[src/rtl/rasbm_ram.sv]
// ----------------------------------------------------------------------------
// rasbm_ram
// Simple dual-port RAM: one write port, one read port with registered data.
// ----------------------------------------------------------------------------
module rasbm_ram
#(
    parameter int WIDTH = 8,
    parameter int DEPTH = 16
)
(
    input  logic                                      clk,
    input  logic                                      we,
    input  logic [((DEPTH > 1) ? $clog2(DEPTH) : 1)-1:0] waddr,
    input  logic [WIDTH-1:0]                          wdata,
    input  logic                                      re,
    input  logic [((DEPTH > 1) ? $clog2(DEPTH) : 1)-1:0] raddr,
    output logic [WIDTH-1:0]                          rdata
);

    logic [WIDTH-1:0] mem [DEPTH];

    always_ff @(posedge clk)
    begin
        if (we)
        begin
            mem[waddr] <= wdata;
        end
        if (re)
        begin
            rdata <= mem[raddr];
        end
    end

endmodule

[config.mk]
export PLATFORM = sky130hd
export DESIGN_NAME = rasbm_ram
export DESIGN_NICKNAME = d
export VERILOG_FILES = /design/src/rtl/rasbm_ram.sv
export SDC_FILE = /design/constraint.sdc
export NUM_CORES = 1
export LEC_CHECK = 0
export ABC_AREA = 1
export BUFFER_PORTS_ARGS = -buffer_cell sky130_fd_sc_hd__buf_4
export CAP_MARGIN = 10
export CELL_PAD_IN_SITES_DETAIL_PLACEMENT = 0
export CELL_PAD_IN_SITES_GLOBAL_PLACEMENT = 1
export CORE_MARGIN = 5
export CORE_UTILIZATION = 25
export DETAILED_ROUTE_END_ITERATION = 6
export PLACE_DENSITY_LB_ADDON = 0.2
export SLEW_MARGIN = 20
export SYNTH_ARGS = -nofsm -noshare
export SYNTH_HDL_FRONTEND = slang
export SYNTH_SLANG_ARGS = --single-unit
[constraint.sdc]
create_clock -name clk -period 1.49 [get_ports clk]
set_input_delay 0.298 -clock clk [delete_from_list [all_inputs] [get_ports clk]]
set_output_delay 0.298 -clock clk [all_outputs]
set_load 0.01 [all_outputs]
== Word level (Yosys, flattened, before mapping) ==
Memory sizes are Yosys's and may differ from the RTL's. A register that Yosys moved wholly into a read port is not among the register bits.
Index checks and enable logic that the tools add are counted.

* Muxes and demuxes: 2

{| class="wikitable"
|+ Operators by type and width
! cell !! number
|-
| 1-bit 2-to-1 mux || 2
|}

* Input port bits: 19
* Logic and storage cells: 3
* Register bits after elaboration: 0
* Output and inout bits: 8
* Memories kept: 1
* RAM bits: 128

{| class="wikitable"
|+ Memories
! memory !! depth !! width !! read ports !! clocked after memory_dff !! wr ports !! line !! RTL
|-
| mem || 16 || 8 || 1 || 1 || 1 || 20 || <nowiki>logic [WIDTH-1:0] mem [DEPTH];</nowiki>
|}

== Depth between registers and ports, before layout ==
Gate-level depths: netlist of run 1.

* Word-level depth: 2
* Gate-level depth with buffers: 8
* Depth with buffers taken out: 7

== Least setup slack after synthesis of run 1 ==
Ideal clock, no wire load.

* Path type: in2reg
* From: input waddr[2] in the netlist's numbering
* To: memory mem[10][0] (enable)
* Slack: 0.241 ns
* Arrival time: 0.879 ns
* Required time: 1.120 ns
* Cell stages on the path: 2
* Path through: nand3b_1 > nor2_1

{| class="wikitable"
|+ RTL lines
! item !! line !! RTL
|-
| from (decl) || 13 || <nowiki>input logic [((DEPTH > 1) ? $clog2(DEPTH) : 1)-1:0] waddr,</nowiki>
|-
| to (decl) || 20 ||
|}

No word-level cell before the write port.

== Worst setup path in the final report of run 1 ==
* From: register rdata[1], read port of mem
* To: output rdata[1]

{| class="wikitable"
|+ RTL lines
! item !! line !! RTL
|-
| from (decl) || 17 || <nowiki>output logic [WIDTH-1:0] rdata</nowiki>
|}

No word-level cell between the ends.

==> results of run 1 <==
-- metal layers --
metal,wire [microns],vias to the layer above,global-route usage (%)
li1,-,1874,-
met1,7190,1824,16.0
met2,7820,72,21.2
met3,535,22,2.51
met4,322,0,5.03
met5,0,-,0
-- per-stage QoR --
step | utilization (%) | std cells | worst slack [ps] | hold slack (ps)
after floorplan | - | 551 | 241 | 397
after global placement | 28.0 | 898 | -218 | 655
after detailed placement | 28.0 | 898 | -235 | 662
after CTS | 30.3 | 930 | 99.0 | 218
after global routing | 30.3 | 930 | 64.7 | 210
final | 30.3 | 930 | 135 | 223
-- worst register-to-register path: stages (launching register included) --
cell      delay, ps
edfxtp_1        350
inv_1            60
nand2_1          40
nand3_1         110
nand3_1         150
nand3_1         150
nand2_1          70
-- cell families after synthesis --
group,Yosys count,share of synthesized area [%]
and+or+nand+nor,289,20.8
buffers and inverters,126,9.39
DFF,136,69.8
-- final timing paths --
check | end | slack (ps) | from | cells after the start
setup / recovery | rdata[1] | 140 | rdata[1] | 1
setup reg to reg | rdata[5] | 320 | mem[5][5] | 6
hold / removal | mem[7][2] | 220 | wdata[2] | 1
hold reg to reg | rdata[0] | 740 | mem[10][0] | 6
-- cells in the mapped netlist --
library cell    n
nor2_1         17
buf_4           4
inv_2           2
edfxtp_1      136
buf_1           1
inv_1         100
nand3_1        97
buf_2          13
buf_6           6
nand2_1       173
nand3b_1        2
-- state kept, by name (all words and copies together) (netlist names) --
signal	flops
mem	128
rdata	8
-- final cells by class --
| cell class | count | area (sq um) | share of cell area (%) |
|---|---|---|---|
| multi-input combinational | 289 | 1210 | 17.2 |
| sequential | 136 | 4080 | 57.9 |
| clock buffer | 17 | 425 | 6.03 |
| timing repair buffer | 52 | 440 | 6.24 |
| inverter | 102 | 383 | 5.42 |
| tap | 319 | 399 | 5.66 |
| clock inverter | 15 | 113 | 1.60 |
-- report_power, final --
group,internal (uW),leakage [uW],switching [uW]
Clock,2260,0.000263,1580
Sequential,4310,0.00124,27.1
Combinational,192,0.00147,402
Total,6760,0.00297,2010
==> results.ini, run 1 <==
[cells_and_area]
final_cell_area_sq_um = 7060
antenna_cells = 0
final_cell_mix = nand2_1 (173), edfxtp_1 (136), inv_1 (100)
final_common_cell = nand2_1
area_growth_pct = 20.7
drive_above_1_share_pct = 13.7
fillers = 2473
nets = 617

[die]
num_rows = 56
die_w_microns = 163
fp.dieH_microns = 163
start_util_pct = 25.1
die_area_sq_um = 26500
core-area_sq_um = 23300
io_pins = 27

[sta]
final.setup_skew_ps = 5.42
setup_tns_ps = 0
maxSlewViolCount = 0
finalCritPeriodShare_pct = 90.9
max_slew_margin_pct = 51.5
final-hold-violation-count = 0
setup_viol = 0
rsz0062_at_grt = no
fmax_mhz = 738
period_needed_ps = 1350
tightest_slew_ps = 726

[setup_path]
cp_slowest_cell = edfxtp_1
arrival_ps = 1060
critPathKind = register to primary output
cp_max_fo = 1
cp_cell_sequence = buf_4
cp.required_ps = 1190
cp-end-kind = primary output
path_buf_inv = 1
slowest_delay_ps = 460
start_kind = register
cp_top_family = flip-flops

[clocking]
insertion_delay_ps = 420
holdBufCountCts = 0
post-cts-setup-buffer-count = 0
clockBufferDepth = 2
root_buffer = clkbuf_16
cts_sinks = 136
cts_resized = 0
cts_buffers = 17
cts_tree = yes
clk_pin_slew_ps = 60
cts_max_level = 4

[run_status]
status = finished clean

[global_route]
grt_usage_pct = 12.6
antenna_found_initial = 0
grt_pass1_vias = 3809
grt_first_pass_wirelength_microns = 24000
grt_start_max_net_pins = 33
grt-ovfl-total = 0

[placed_design]
dp_hpwl_microns = 9970
portBuffers = 26
placed_area_sq_um = 6520
place_congestion = 0.736

[drt]
drtAntennaViolNets = 0
wl_microns = 15900
wl_per_cell_microns = 17.1
drtIter0Drc = 234
vias_per_cell = 4.08
vias = 3792
dr.pass1.iters = 5
drc_errors = 0

[power_and_ir_drop]
p_per_area_nw_per_um2 = 1240
power_uw = 8770
leakage_uw = 0.00297
vdd_ir_drop_max_uv = 758

[synth]
synth_top_cell_by_area = edfxtp_1
ys_types = 11
syn_inst = 551
syn-num-nets = 570
ys_seq_area_share_pct = 69.8
avgSynthCellArea_sq_um = 10.6
synthTopCellsByArea = edfxtp_1 (70%), nand2_1 (11%), nand3_1 (8.3%), inv_1 (6.4%), buf_6 (1.2%)
synth_top_area_share_pct = 69.8
ys_warn_count = 0
syn_area_sq_um = 5850
synth-seq-cells = 136

[job]
cap_violations = 0

[hold_path]
hold_path.class = input pin to register

Note: power is estimated with default switching activity, not from simulation.
==> run 2, diff against run 1 <==
--- a/config.mk
+++ b/config.mk
@@ -8,8 +8,6 @@
 export ABC_AREA = 1
 export BUFFER_PORTS_ARGS = -buffer_cell sky130_fd_sc_hd__buf_4
 export CAP_MARGIN = 10
-export CELL_PAD_IN_SITES_DETAIL_PLACEMENT = 0
-export CELL_PAD_IN_SITES_GLOBAL_PLACEMENT = 1
 export CORE_MARGIN = 5
 export CORE_UTILIZATION = 25
 export DETAILED_ROUTE_END_ITERATION = 6
==> run 2 against run 1 <==
  * Total power up 7.6%
  * Setup slack better by 12 ps
  * Combinational power decreased by 1%
  * Utilization up 0.45 points
  * Flip-flop and latch count unchanged
  * Fmax rose by 0.91%
  * Routed wire length down 5.5%
  * Clock skew up 4.1 ps
  * Critical endpoint is now rdata[4]
==> results.ini, run 2 (synthesis gave the netlist of run 1 again) <==
[cells_and_area]
antenna_cells = 0  ; unchanged
multi_input_area_sq_um = 1210  ; unchanged
final_core_util_pct = 30.8  ; +0.45 points
largest_reg_flops = 128  ; unchanged
nets = 618  ; +0.16%
fillers = 2410  ; -2.5%
reg_top3 = mem x128, rdata x8
seq_area_sq_um = 4080  ; unchanged
top_register = mem
fin_cells = 931  ; +0.11%
area_growth_pct = 22.5
final_common_cell = nand2_1
final_cell_mix = nand2_1 (173), edfxtp_1 (136), inv_1 (100)
final_cell_area_sq_um = 7160  ; +1.5%
drive_above_1_share_pct = 13.7  ; -0.022 points

[hold_path]
hold_path.class = input pin to register

[setup_path]
cp.required_ps = 1190  ; about the same
cp_top_family = flip-flops
cp_slowest_cell = edfxtp_1
cp-end-kind = primary output
slowest_delay_ps = 440  ; -20 ps
start_kind = register
cp_max_fo = 1  ; unchanged
reg2reg_slack_ps = 300  ; -20 ps
cp_cell_sequence = buf_4
critPathKind = register to primary output
arrival_ps = 1040  ; -20 ps
path_buf_inv = 1  ; unchanged

[drt]
vias_per_cell = 4.11  ; +0.89%
drc_errors = 0  ; unchanged
dr.pass1.iters = 4  ; -1
wl_per_cell_microns = 16.1  ; -5.6%
drtIter0Drc = 261  ; +12%
drtAntennaViolNets = 0  ; unchanged
wl_microns = 15000  ; -5.5%
vias = 3830  ; +1.0%

[job]
cap_violations = 0  ; unchanged

[power_and_ir_drop]
clkPwrFrac_pct = 47.8  ; +4.1 points
combPwrFrac_pct = 6.2  ; -0.6 points
intPower_uw = 7450  ; +10%
p_switching_uw = 1980  ; -1.5%
sequentialPowerShare_pct = 46.0  ; -3.5 points
switching_share_pct = 21.0  ; -1.9 points
p_per_area_nw_per_um2 = 1320  ; +6.0%
leakage_uw = 0.00301  ; +1.6%
vdd_ir_drop_max_uv = 554  ; -27%

[global_route]
antenna_found_initial = 0  ; unchanged
grt_start_max_net_pins = 49  ; +48%
grt_first_pass_wirelength_microns = 22900  ; -4.5%
grt_usage_pct = 11.8  ; -0.78 points
grt-ovfl-total = 0  ; unchanged
grt_pass1_vias = 3884  ; +2.0%

[placed_design]
dp_cells = 899  ; +0.11%
portBuffers = 26  ; unchanged
place_congestion = 0.760  ; +3.3%
placed_area_sq_um = 6530  ; +0.12%
dp_hpwl_microns = 9680  ; -2.8%

[clocking]
root_buffer = clkbuf_16
clk_pin_slew_ps = 60  ; about the same
post-cts-setup-buffer-count = 0  ; unchanged
clockBufferDepth = 2  ; unchanged
insertion_delay_ps = 420  ; about the same
holdBufCountCts = 0  ; unchanged
cts_sinks = 136  ; unchanged
cts_max_level = 4  ; unchanged
cts_buffers = 17  ; unchanged
cts_tree = yes
cts_resized = 0  ; unchanged

[die]
fp.dieH_microns = 163  ; unchanged
io_pins = 27  ; unchanged
core-area_sq_um = 23300  ; unchanged
start_util_pct = 25.1  ; unchanged
die_w_microns = 163  ; unchanged
die_area_sq_um = 26500  ; unchanged
num_rows = 56  ; unchanged

[sta]
setup_viol = 0  ; unchanged
tightest_slew_ps = 333  ; -393 ps
finalCritPeriodShare_pct = 90.1  ; -0.82 points
final.setup_skew_ps = 9.53  ; +4.11 ps
period_needed_ps = 1340  ; -12.2 ps
maxSlewViolCount = 0  ; unchanged
max_slew_margin_pct = 77.8  ; +26 points
fmax_mhz = 745  ; +0.91%
final-hold-violation-count = 0  ; unchanged
rsz0062_at_grt = no

[run_status]
status = finished clean

[run 2: cell type report]
type / instances / area share, %
Tap cell: 319 / 5.57
Inverter: 102 / 5.35
Sequential cell: 136 / 57.0
Clock buffer: 18 / 5.99
Clock inverter: 14 / 2.87
Timing Repair Buffer: 53 / 6.25
Multi-Input combinational cell: 289 / 16.9
[run 2: worst paths after layout]
check | cells after the start | startpoint | endpoint
setup reg to reg | 6 | mem[0][2] | rdata[2]
hold / removal | 1 | re | rdata[0]
setup / recovery | 1 | rdata[4] | rdata[4]
hold reg to reg | 6 | mem[10][3] | rdata[3]
[run 2: power by group through the flow]
stage | clock network [uW] | logic, uW | registers, uW
after global placement | 0 | 602 | 4420
after floorplan | 0 | 302 | 4420
final | 4510 | 588 | 4340
after CTS | 4610 | 605 | 4340
after detailed placement | 0 | 602 | 4420
after global routing | 4790 | 656 | 4340
[run 2: stage by stage]
stage / setup WS (ps) / hold slack, ps / total power [uW] / TNS [ps]
final: 148 / 194 / 9430 / 0
after global routing: 110 / 174 / 9790 / 0
after CTS: 128 / 181 / 9550 / 0
after detailed placement: -108 / 623 / 5020 / -245
after global placement: -82.8 / 620 / 5020 / -212
after floorplan: 241 / 397 / 4720 / 0
[run 2: per-layer routing]
| layer | wire length, microns | global-route usage [%] | vias to the layer above |
|---|---|---|---|
| met1 | 6690 | 15.7 | 1859 |
| li1 | - | - | 1875 |
| met5 | 0 | 0 | - |
| met4 | 96 | 3.43 | 0 |
| met3 | 860 | 3.52 | 4 |
| met2 | 7360 | 18.9 | 92 |
